===== src/hw/rtl/ppe_pkg.sv =====
`default_nettype none
package ppe_pkg;

  // Plane geometry: one memory entry holds the byte of all four planes.
  localparam int PlaneBytes = 65536;
  localparam int AddrW      = $clog2(PlaneBytes);
  localparam int NumPlanes  = 4;
  localparam int WordW      = 8 * NumPlanes;

  // Field widths.
  localparam int XW     = 13;
  localparam int YW     = 12;
  localparam int ColorW = 4;
  localparam int OpW    = 2;
  localparam int LineW  = 11;

  localparam logic [LineW-1:0] LineOffsetReset = LineW'(80);

  // Item kinds.
  localparam logic ActRead  = 1'b0;
  localparam logic ActWrite = 1'b1;

  // Write functions.
  typedef enum logic [OpW-1:0] {
    OpSet = 2'd0,
    OpXor = 2'd1,
    OpOr  = 2'd2,
    OpAnd = 2'd3
  } op_e;

  // One request as it arrives.
  typedef struct packed {
    logic              action;
    logic [XW-1:0]     x;
    logic [YW-1:0]     y;
    logic [ColorW-1:0] color;
    logic [OpW-1:0]    op;
  } req_t;

  // One request after address generation.
  typedef struct packed {
    logic              action;
    logic [AddrW-1:0]  addr;
    logic [2:0]        bitpos;
    logic [ColorW-1:0] color;
    logic [OpW-1:0]    op;
  } job_t;

endpackage
`default_nettype wire


===== src/hw/rtl/ppe_agen.sv =====
`default_nettype none
module ppe_agen (
  input  wire logic                        clk_i,
  input  wire logic                        load_i,
  input  wire ppe_pkg::req_t               req_i,
  input  wire logic [ppe_pkg::LineW-1:0]   line_offset_i,
  output ppe_pkg::job_t                    job_o
);

  localparam int ProdW = ppe_pkg::YW + ppe_pkg::LineW;

  logic [ProdW-1:0] prod;
  logic [ProdW-1:0] sum;
  ppe_pkg::job_t    job_d, job_q;

  // Byte address: row times line offset plus column byte, wrapped to the plane.
  assign prod = ProdW'(req_i.y) * ProdW'(line_offset_i);
  assign sum  = prod + ProdW'(req_i.x[ppe_pkg::XW-1:3]);

  always_comb begin
    job_d.action = req_i.action;
    job_d.addr   = sum[ppe_pkg::AddrW-1:0];
    job_d.bitpos = 3'd7 - req_i.x[2:0];
    job_d.color  = req_i.color;
    job_d.op     = req_i.op;
  end

  always_ff @(posedge clk_i) begin
    if (load_i) begin
      job_q <= job_d;
    end
  end

  assign job_o = job_q;

endmodule
`default_nettype wire


===== config.mk =====
export PLATFORM = sky130hd
export DESIGN_NAME = ppe_agen
export DESIGN_NICKNAME = d
export VERILOG_FILES = /design/src/hw/rtl/ppe_pkg.sv /design/src/hw/rtl/ppe_agen.sv
export SDC_FILE = /design/constraint.sdc
export NUM_CORES = 1
export LEC_CHECK = 0
export ABC_AREA = 1
export ABC_CLOCK_PERIOD_IN_PS = 4400
export BUFFER_PORTS_ARGS = -buffer_cell sky130_fd_sc_hd__buf_2
export CAP_MARGIN = 20
export CORE_ASPECT_RATIO = 1.2
export CORE_UTILIZATION = 54
export CTS_CLUSTER_SIZE = 8
export DETAILED_ROUTE_END_ITERATION = 8
export PLACE_DENSITY = 0.88
export SETUP_SLACK_MARGIN = 0.3
export SLEW_MARGIN = 20
export SYNTH_ARGS = -nofsm -noshare
export SYNTH_HDL_FRONTEND = slang
export SYNTH_SLANG_ARGS = --single-unit

===== constraint.sdc =====
create_clock -name clk_i -period 4.4 [get_ports clk_i]
set_input_delay 0.66 -clock clk_i [delete_from_list [all_inputs] [get_ports clk_i]]
set_output_delay 0.66 -clock clk_i [all_outputs]
set_load 0.01 [all_outputs]

Word level (Yosys, flattened, before mapping)
Index checks and enable logic that the tools add are counted.
Operators by class
  add/subtract/negate cells: 2
  $mul: 1
Operators with widths (number)
  $add A16 B10 Y16: 1
  $mul A12 B11 Y16: 1
  $sub A3 B3 Y3 const A: 1
Word-level totals
  logic and storage cells: 8
  input bits: 45
  bits in registers: 26
  output and inout bits: 26

Depth between registers and ports, before layout
  depth after elaboration: 2
  gate-level depth with buffers: 25
  mapped depth without buffers: 24

Least setup slack after synthesis
OpenSTA, ideal clock, no wires.
  path type: input port to flip-flop
  from: in line_offset_i[2] in the netlist's numbering
  to: reg job_q, in the netlist job_o[21] (data pin)
  setup slack: -387 ps
  data arrival time: 4528 ps
  path buffers: 1
  stages: 17
  cell sequence: clkbuf_1 nand2_1 fa_1 fa_1 fa_1 inv_1 fa_1 inv_1 fa_1 inv_1 ha_1 nand2_1 or2_1 nand3b_2 nand3_1 nand2_1 xor2_1
RTL lines
  start: declaration: RTL line ppe_agen.sv:6  | input wire logic [ppe_pkg::LineW-1:0] line_offset_i,
  end signal: assignment: RTL line ppe_agen.sv:30  | job_q <= job_d;
  end: declaration: RTL line ppe_agen.sv:14  | ppe_pkg::job_t job_d, job_q;

==> results.py <==
metrics = {
    "cts": {
        "cts_sinks": 26,
        "cts.htree.levels": 1,
        "ctsLongestPathBuffers": 2,
        "cts-buffers-inserted": 3,
        "clkSlewWorstSetupHoldPaths_ns": 0.09,
        "cts_tree": "yes",
        "cts_root_buf": "clkbuf_8",
        "cts_hold_repair.buffers": 0,
    },
    "run": {
        "max-cap-violations": 0,
    },
    "yosys": {
        "number_of_flops_mapped_to_enable_cells_by_yosys": 26,
        "synthMostInstantiatedCell": "inv_1",
        "syn-instance-count": 569,
        "synth_warnings": 0,
        "synthFlopType": "edfxtp_1",
        "synthesis.area_per_instance_sq_um": 8.11,
        "postSynth.asyncResetShare_pct": 0,
        "synth.cell_area_sq_um": 4620,
        "netlist_top_cells_area": "fa_1, edfxtp_1, inv_1",
        "yosys.cell_types.count": 23,
        "yosysTopAreaCellShare_pct": 34.7,
        "synth-seq-cells": 26,
        "synth_top_cells_by_count": "inv_1, nand2_1, fa_1",
        "yosysSeqAreaShare_pct": 16.9,
        "synth_area_leader_cell": "fa_1",
        "synthesis.nets": 732,
    },
    "cells_and_area": {
        "antenna-diode-count": 0,
        "share_of_layout_cells_above_drive_strength_1_pct": 34.2,
        "multi_input_area_sq_um": 3500,
        "fin_util_pct": 75.8,
        "largest_reg_flops": 26,
        "area_delta_synth_final_pct": 34.7,
        "sequential_cell_area_sq_um": 781,
        "fin_cells": 799,
        "nFillCells": 525,
        "final_nets": 849,
    },
    "critical_path": {
        "crit_required_ns": 4.44,
        "worst_setup_path_start_kind": "input port",
        "worst-endpoint-arrival_ns": 4.51,
        "crit_path_end_kind": "flop",
        "crit_fanout": 5,
        "timing.critical_path.from": "req_i[9]",
        "setup.worst_path.class": "in2reg",
    },
    "timing": {
        "timing_max_transition_violations_final": 0,
        "fmaxAchievable_ghz": 0.224,
        "worst_slew_pin_slew_ns": 0.592,
        "rsz_0062_raised_after_global_routing": "yes",
        "finalHoldViolCount": 0,
        "finalCritPeriodShare_pct": 102,
        "slew-limit-headroom_pct": 60.5,
        "final_period_minus_worst_setup_slack_ns": 4.47,
        "setup-violations-final": 3,
        "setup_slack_ns": -0.0686,
    },
    "detailed_routing": {
        "avgRoutedWirePerCell_microns": 17.0,
        "drcViolationCount": 0,
        "antenna_left": 0,
        "drt_wl_total_mm": 13.6,
        "vias_per_cell": 5.25,
        "vias": 4192,
        "drt_first_pass_iters": 8,
        "drtIter0Drc": 252,
    },
    "min_path": {
        "hold_start": "req_i[2]",
        "worst_hold_path_type": "in2reg",
        "timing.hold.worst_path_depth": 1,
    },
    "placed_design": {
        "count_of_buffers_inserted_at_the_top_level_ports": 70,
        "hpwl_reported_at_the_end_of_detailed_placement_mm": 9.57,
        "last_weighted_congestion_value_of_the_routability_driven_placer": 0.943,
        "dpl.cell_count": 785,
    },
    "floorplan": {
        "std_cell_rows": 36,
        "die_height_microns": 103,
        "io_pins": 71,
        "die_width_microns": 86.4,
        "start_util_pct": 56.3,
        "core_region_area_sq_um": 8200,
        "fp.dieArea_sq_um": 8930,
    },
    "global_route": {
        "via_count_of_the_first_global_routing_pass": 4639,
        "number_of_antenna_violations_at_the_first_check_in_global_routing": 0,
        "globalRouteOverflowTotal": 0,
        "grt_first_pass_wirelength_mm": 20.3,
        "maximum_number_of_pins_on_one_net_before_global_route_repair": 27,
        "grtUsageTotal_pct": 30.0,
    },
    "power_and_ir_drop": {
        "power.ir.vdd_worst_v": 0.000502,
        "power-per-cell-area_nw_per_um2": 779,
        "cellLeakagePower_nw": 3.43,
    },
    "outcome": {
        "failed_checks": "setup timing",
        "status": "finished, violations left",
    },
}
area by class of cell:
cell class / instances / area share [%]
flip-flops and latches: 26 / 12.6
repair buffers: 131 / 16.4
clock buffers: 3 / 0.664
well taps: 114 / 2.29
clock inverters: 1 / 0.483
inverters: 186 / 11.2
multi-input cells: 338 / 56.3
metal layers:
metal	wire length (microns)	global-route usage, %	part of all wire [%]	up-vias
met5	0	0	0	-
met4	966	15.9	7.1	0
met3	803	3.81	5.9	90
met2	7540	61.7	56	239
met1	4240	28.6	31	2020
li1	-	-	-	1843
through the flow:
step	power, mW	worst slack (ns)	hold WS (ns)	area (sq um)	TNS, ns
floorplan	2.68	-0.110	0.759	4920	-0.479
detailed placement	3.69	-0.520	0.839	5590	-3.37
CTS	4.37	-0.0154	0.560	6020	-0.0154
global placement	3.52	-0.358	0.838	5590	-2.25
finish	4.85	-0.0686	0.549	6220	-0.137
global route	5.17	-0.153	0.546	6220	-0.390
placed cells by master (no fill, tap or decap), types with 4 or more instances in the layout:
master,Yosys,final
fa_2,0,9
nand2_1,153,124
buf_4,2,47
a21oi_4,0,5
xnor2_1,4,4
buf_2,2,53
buf_8,0,4
edfxtp_1,26,26
fa_1,80,71
ha_1,38,23
ha_4,0,12
nor2_1,12,7
buf_6,3,21
inv_1,184,165
inv_2,0,19
nand2_2,4,24
nand2_4,0,8
nand3_1,21,19
a21oi_2,0,4
buf_12,0,5
xor2_1,7,6
critical path, cell delays in order:
cell     delay [ns]
buf_12         0.11
nand2_4        0.05
inv_2          0.03
fa_1           0.56
inv_2          0.05
fa_1           0.53
inv_1          0.06
fa_2           0.43
fa_1           0.50
inv_1          0.05
fa_1           0.49
inv_2          0.05
ha_4           0.30
nand2_1        0.09
nor2_2         0.16
nand3_1        0.14
nand3_1        0.14
xor2_1         0.08
cell families (layout without fill, tap and decap cells):
kind of cell / Yosys count / after routing / share of synthesized area [%]
compound gates: 17 / 17 / 2.03
xor+xnor: 11 / 11 / 2.09
fa+ha+maj: 118 / 118 / 45.0
buf+inv: 205 / 321 / 17.4
flops: 26 / 26 / 16.9
simple gates: 192 / 192 / 16.6
what timing repair did:
item                                    in CTS  in global routing
gates resized for setup                     88                 47
endpoints found under the setup margin       9                 10
endpoints found under the hold margin        0                  0
pin swaps                                   39                 38
setup buffers                                5                  5
report_power, final:
part	total [mW]	switching, mW	internal (mW)	leakage, nW
clock	0.200	0.0782	0.122	0.0357
combinational	4.16	2.21	1.94	3.14
sequential	0.488	0.0174	0.470	0.254
final timing paths:
path / to / slack [ns]
setup / recovery: job_o[23] / -0.07
hold / removal: job_o[2] / 0.55
Note: power is estimated with default switching activity, not from simulation.
