==> config.mk <==
export PLATFORM = sky130hd
export DESIGN_NAME = ppe_rmw
export DESIGN_NICKNAME = d
export VERILOG_FILES = /design/src/hw/rtl/ppe_pkg.sv /design/src/hw/rtl/ppe_rmw.sv
export SDC_FILE = /design/constraint.sdc
export NUM_CORES = 1
export LEC_CHECK = 0
export ABC_AREA = 1
export ABC_CLOCK_PERIOD_IN_PS = 2110
export BUFFER_PORTS_ARGS = -buffer_cell sky130_fd_sc_hd__buf_2
export CAP_MARGIN = 20
export CORE_MARGIN = 4
export CORE_UTILIZATION = 44
export DETAILED_ROUTE_END_ITERATION = 10
export MAX_ROUTING_LAYER = met4
export PLACE_DENSITY_LB_ADDON = 0.3
export SLEW_MARGIN = 20
export SYNTH_ARGS = -nofsm -noshare
export SYNTH_HDL_FRONTEND = slang
export SYNTH_SLANG_ARGS = --single-unit
==> constraint.sdc <==
create_clock -name vclk -period 2.11
set_input_delay 0 -clock vclk [all_inputs]
set_output_delay 0 -clock vclk [all_outputs]
set_load 0.02 [all_outputs]
==> src/hw/rtl/ppe_pkg.sv <==
`default_nettype none
package ppe_pkg;

  // Plane geometry: one memory entry holds the byte of all four planes.
  localparam int PlaneBytes = 65536;
  localparam int AddrW      = $clog2(PlaneBytes);
  localparam int NumPlanes  = 4;
  localparam int WordW      = 8 * NumPlanes;

  // Field widths.
  localparam int XW     = 13;
  localparam int YW     = 12;
  localparam int ColorW = 4;
  localparam int OpW    = 2;
  localparam int LineW  = 11;

  localparam logic [LineW-1:0] LineOffsetReset = LineW'(80);

  // Item kinds.
  localparam logic ActRead  = 1'b0;
  localparam logic ActWrite = 1'b1;

  // Write functions.
  typedef enum logic [OpW-1:0] {
    OpSet = 2'd0,
    OpXor = 2'd1,
    OpOr  = 2'd2,
    OpAnd = 2'd3
  } op_e;

  // One request as it arrives.
  typedef struct packed {
    logic              action;
    logic [XW-1:0]     x;
    logic [YW-1:0]     y;
    logic [ColorW-1:0] color;
    logic [OpW-1:0]    op;
  } req_t;

  // One request after address generation.
  typedef struct packed {
    logic              action;
    logic [AddrW-1:0]  addr;
    logic [2:0]        bitpos;
    logic [ColorW-1:0] color;
    logic [OpW-1:0]    op;
  } job_t;

endpackage
`default_nettype wire

==> src/hw/rtl/ppe_rmw.sv <==
`default_nettype none
module ppe_rmw (
  input  wire ppe_pkg::job_t                  job_i,
  input  wire logic [ppe_pkg::WordW-1:0]      word_i,
  output logic      [ppe_pkg::WordW-1:0]      word_o,
  output logic      [ppe_pkg::ColorW-1:0]     pixel_o
);

  logic [4:0] idx;
  logic       old_bit;
  logic       new_bit;
  logic       col_bit;

  // Pick the addressed bit in each plane byte, gather it, and merge the new one.
  always_comb begin
    word_o  = word_i;
    pixel_o = '0;
    idx     = '0;
    old_bit = 1'b0;
    new_bit = 1'b0;
    col_bit = 1'b0;
    for (int n = 0; n < ppe_pkg::NumPlanes; n++) begin
      idx     = 5'(8 * n) + {2'b00, job_i.bitpos};
      old_bit = word_i[idx];
      col_bit = job_i.color[n];
      case (ppe_pkg::op_e'(job_i.op))
        ppe_pkg::OpSet: new_bit = col_bit;
        ppe_pkg::OpXor: new_bit = old_bit ^ col_bit;
        ppe_pkg::OpOr:  new_bit = old_bit | col_bit;
        ppe_pkg::OpAnd: new_bit = old_bit & col_bit;
        default:        new_bit = col_bit;
      endcase
      word_o[idx] = new_bit;
      pixel_o[n]  = old_bit;
    end
  end

endmodule
`default_nettype wire

Word level (Yosys, flattened, before mapping)

Index checks and enable logic that the tools add are counted.

Output and inout port bits: 36
Flip-flop bits (word level): 0
Word-level logic and storage cells: 55
Bits in read-only memories: 0
Bits in latches: 0
Memory bits (writable): 0
Memories: 0

Equal/unequal tests: 3
$add $sub $neg: 3
Bitwise gates (word level): 12
Multiply operators: 0
$lt $le $gt $ge: 8
Reduce and logical (&&, ||, !) cells: 5
Divide/modulo/power cells: 0
Shift-type cells: 0
Mux-type cells: 24

Operator list:

| kind                                                              | count |
|---|---|
| bitwise mux 32 bit                                                | 4 |
| less-than comparator 5 x 6 -> 1 bit, second input constant        | 3 |
| one-hot mux 1 bit (4 select lines)                                | 4 |
| binary-select mux 1 bit (select 5 bit)                            | 3 |
| demux 1 bit (select 5 bit)                                        | 3 |
| greater-or-equal comparator 5 x 1 -> 1 bit, second input constant | 3 |
| 2-to-1 mux 1 bit                                                  | 8 |
| less-than comparator 3 x 6 -> 1 bit, second input constant        | 1 |
| adder 4 x 3 -> 5 bit, first input constant                        | 1 |
| adder 4 x 4 -> 5 bit, first input constant                        | 1 |
| adder 5 x 3 -> 5 bit, first input constant                        | 1 |
| bitwise AND 1 bit                                                 | 4 |
| equality test 2 bit, second input constant                        | 2 |
| logical AND 1 bit                                                 | 4 |
| bitwise OR 1 bit                                                  | 4 |
| XOR 1 bit                                                         | 4 |
| binary-select mux 1 bit (select 3 bit)                            | 1 |
| demux 1 bit (select 3 bit)                                        | 1 |
| greater-or-equal comparator 3 x 1 -> 1 bit, second input constant | 1 |
| equality test 2 x 1 -> 1 bit, second input constant               | 1 |
| zero test 2 bit                                                   | 1 |

Logic depth before layout (Yosys ltp)

Depth in word-level cells: 8
Gate-level depth with buffers: 15

Least setup slack after synthesis

Ideal clock, no wire load.

Path type: input to output
Start point: input job_i[6] (netlist bit)
End point: output word_o[31] (netlist bit)
Setup slack: 394 ps
Buffers on the path: 1
Arrival: 1,716 ps
Data required time: 2,110 ps
Stages: 14
Path through: inv_2 -> buf_2 -> nand2_1 -> nand2_1 -> nand2_1 -> nand2_1 -> nand2_1 -> nand2_1 -> inv_2 -> ha_1 -> nand3_1 -> nand3_1 -> nand2_1 -> o21ai_0

Elaborated cells on any way between the ends: 46
Those cells by class: 3 x add/sub; 6 x order compare; 22 x mux; 12 x bitwise; 3 x reduce/logical

RTL lines:

| element                                   | RTL line      | RTL |
|---|---|---|
| start, declared                           | ppe_rmw.sv:3  | `input wire ppe_pkg::job_t job_i,` |
| adder 4 x 4 -> 5 bit *                    | ppe_rmw.sv:23 | `idx = 5'(8 * n) + {2'b00, job_i.bitpos};` |
| binary-select mux 1 bit (select 5 bit) *  | ppe_rmw.sv:24 | `old_bit = word_i[idx];` |
| 2-to-1 mux 1 bit (not written as such) *  | ppe_rmw.sv:24 |  |
| named net old_bit                         | ppe_rmw.sv:10 | `logic old_bit;` |
| bitwise AND 1 bit (tied with other cells) | ppe_rmw.sv:30 | `ppe_pkg::OpAnd: new_bit = old_bit & col_bit;` |
| one-hot mux 1 bit (4 select lines) *      | ppe_rmw.sv:26 | `case (ppe_pkg::op_e'(job_i.op))` |
| bitwise mux 32 bit *                      | ppe_rmw.sv:33 | `word_o[idx] = new_bit;` |
| end, declared                             | ppe_rmw.sv:5  | `output logic [ppe_pkg::WordW-1:0] word_o,` |

Mark *: on every way through the listed nets, which the timed path passes. The rest lies on a longest branch. The select of a mux whose other input is x is not followed.

Worst setup path after layout

Start point: input job_i[6] (netlist bit)
End point: output word_o[15] (netlist bit)

Word-level cells in the longest chain between the ends: 8
Elaborated cells on any way between the ends: 46
Those cells by class: 3 x add/sub; 6 x order compare; 22 x mux; 12 x bitwise; 3 x reduce/logical

Ends and longest elaborated chain:

| element                                                                               | RTL line |
|---|---|
| adder 4 x 3 -> 5 bit / binary-select mux 1 bit (select 3 bit) (equally long branches) | ppe_rmw.sv:23, ppe_rmw.sv:24 |
| binary-select mux 1 bit (select 5 bit) (tied with other cells)                        | ppe_rmw.sv:24 |
| 2-to-1 mux 1 bit (not written as such) (tied with other cells)                        | ppe_rmw.sv:24 |
| bitwise AND 1 bit (tied with other cells)                                             | ppe_rmw.sv:30 |
| one-hot mux 1 bit (4 select lines) (tied with other cells)                            | ppe_rmw.sv:26 |
| bitwise mux 32 bit (2 in series)                                                      | ppe_rmw.sv:33 |
| bitwise mux 32 bit *                                                                  | ppe_rmw.sv:33 |

Every way passes the cells marked *; elsewhere a longest branch is shown, timed or not. The select of a mux whose other input is x is not followed.

==> flow_metrics.py <==
metrics = {
    "cells_and_area": {
        "fillers": 254,
        "design.seq.count": 0,
        "regArea_um2": 0,
        "clock_buffers": 0,
        "final_nets": 382,
        "multi_input_area_um2": 982,
        "drive_gt1_frac": 0.309,
        "area_growth_pct": 36.0,
        "antennaDiodeCount": 0,
    },
    "global_routing": {
        "antenna_found_initial": 0,
        "grt_pass1_wl_um": 6130,
        "grt_max_degree": 20,
        "overflow": 0,
        "grt_pass1_vias": 1481,
        "grt_usage": 0.222,
    },
    "logic_synthesis": {
        "synth.avg_cell_area_um2": 4.53,
        "syn_area_um2": 1100,
        "ys_seq_area_frac": 0,
        "synthTopCellsByArea": "nand2_1 (50%), nand3_1 (17%), ha_1 (9.1%), nor3_2 (5.5%), inv_1 (3.8%)",
        "synthCells": 243,
        "syn-num-nets": 309,
        "synth_top_area_frac": 0.501,
        "synth_common_cells": "nand2_1 (147), nand3_1 (37), inv_1 (11)",
        "yosysMostFrequentCell": "nand2_1",
        "netlist-cell-type-count": 12,
        "yosys.area.top_type": "nand2_1",
        "ys.warnings.count": 0,
    },
    "routing": {
        "top_layer": "met3",
        "wl_met3_um": 416,
        "wl_per_cell_um": 11.0,
        "dr.pass1.iters": 4,
        "viasPerCell": 4.95,
        "drc_errors": 0,
        "drtAntennaViolNets": 0,
        "vias": 1694,
        "drt_iter0_markers": 113,
        "routed_wl_um": 3770,
        "dr_wl_met2_um": 1720,
        "wl_met1_um": 1630,
    },
    "place": {
        "dp_hpwl_um": 3020,
        "port_buffers": 77,
        "gp_congestion": 0.890,
        "dp_slack_ps": 188,
    },
    "setup_path": {
        "critPathCapture": "word_o[15]",
        "cp_data_required_time_ps": 2110,
        "worstSetupStartpoint": "job_i[6]",
        "cp-end-kind": "primary output",
        "critical_path_arrival_ps": 1880,
        "startpoint_type": "input pin",
        "crit_path_max_fanout": 19,
        "worstSetupPathType": "in2out",
    },
    "die": {
        "start_util": 0.479,
        "rows": 17,
        "fp.dieH_um": 58.0,
        "die_w_um": 58.0,
        "ios": 94,
        "core-area_um2": 2300,
        "die_area_um2": 3370,
    },
    "sta": {
        "relSlewSlack": 0.699,
        "holdWs_ps": 334,
        "tns_ps": 0,
        "worst_slew_pin_slew_ps": 450,
        "layout_setup_ws_ps": 229,
        "setup_viol": 0,
        "slew_violations": 0,
        "rsz0062_at_grt": "false",
        "post-route-period-util": 0.892,
        "hold_violations": 0,
        "min_period_ps": 1880,
        "clock.fmax_mhz": 532,
    },
    "power_and_ir_drop": {
        "p_per_area_nw_per_um2": 270,
        "ir_drop_v": 0.000138,
        "p_leak_nw": 1.01,
    },
    "clock_tree": {
        "cts_hold_buffers": 0,
        "cts_resized": 0,
        "post-cts-setup-buffers": 0,
    },
    "min_path": {
        "hp-class": "in2out",
    },
    "flow_run": {
        "max_cap_viol_count": 0,
    },
    "run_status": {
        "outcome": "finished clean",
    },
}
final cells by class:
class	count	share of cell area
timing repair buffer	79	0.267
multi-input combinational	214	0.656
inverter	21	0.0535
tap	28	0.0234
logic make-up (layout without fill, tap and decap cells):
group,count (synthesis),after routing,share of synthesized area
AND/OR/NAND/NOR,198,198,0.763
adder cells (fa/ha/maj),8,8,0.0909
AO/OA/AOI/OAI,8,8,0.0364
buffers and inverters,29,100,0.110
metal layers:
layer  up-vias  global-route usage
met4         0              0.0364
met2        82               0.376
met1       708               0.295
li1        904                   -
met3         0              0.0111
met5         -                   -
power by group:
group          switching (W)  internal, W  total (W)
sequential                 0            0          0
clock                      0            0          0
combinational       0.000269     0.000136   0.000405
total               0.000269     0.000136   0.000405
critical path, cell delays in order:
cell      delay, ps
buf_2           110
clkinv_2        230
nand2_1         150
nand2_1          60
nand2_1          50
nand2_1          50
nand2_1          50
nand2_1         100
inv_2            60
ha_1            210
nand3_1          80
nand3_1         310
nand3_1         180
nand2_1          70
buf_2           160
metrics by stage:
step / utilization / total power, W / instance area (um2) / std cells
6_report: 0.652 / 0.000405 / 1500 / 342
5_1_grt: 0.652 / 0.000449 / 1500 / 342
4_1_cts: 0.650 / 0.000403 / 1490 / 342
3_5_place_dp: 0.650 / 0.000402 / 1490 / 342
3_3_place_gp: 0.650 / 0.000397 / 1490 / 342
2_1_floorplan: - / 0.000261 / 1100 / 243
how the worst min path moves through the flow:
stage	start	to	slack, ps	cells past startpoint
finish	word_i[10]	word_o[10]	330	4
floorplan	word_i[14]	word_o[14]	170	2
detailed placement	word_i[7]	word_o[7]	330	4
global route	word_i[14]	word_o[14]	350	4
CTS	word_i[7]	word_o[7]	330	4
global placement	word_i[7]	word_o[7]	330	4
cells in the final DEF, fill, tap and decap left out, drive strengths merged:
cell,instances
buf,79
o21ai,8
clkinv,1
nand3,37
nor2,7
inv,20
nand2,147
ha,8
nor3,7
(Power assumes the default switching activity.)
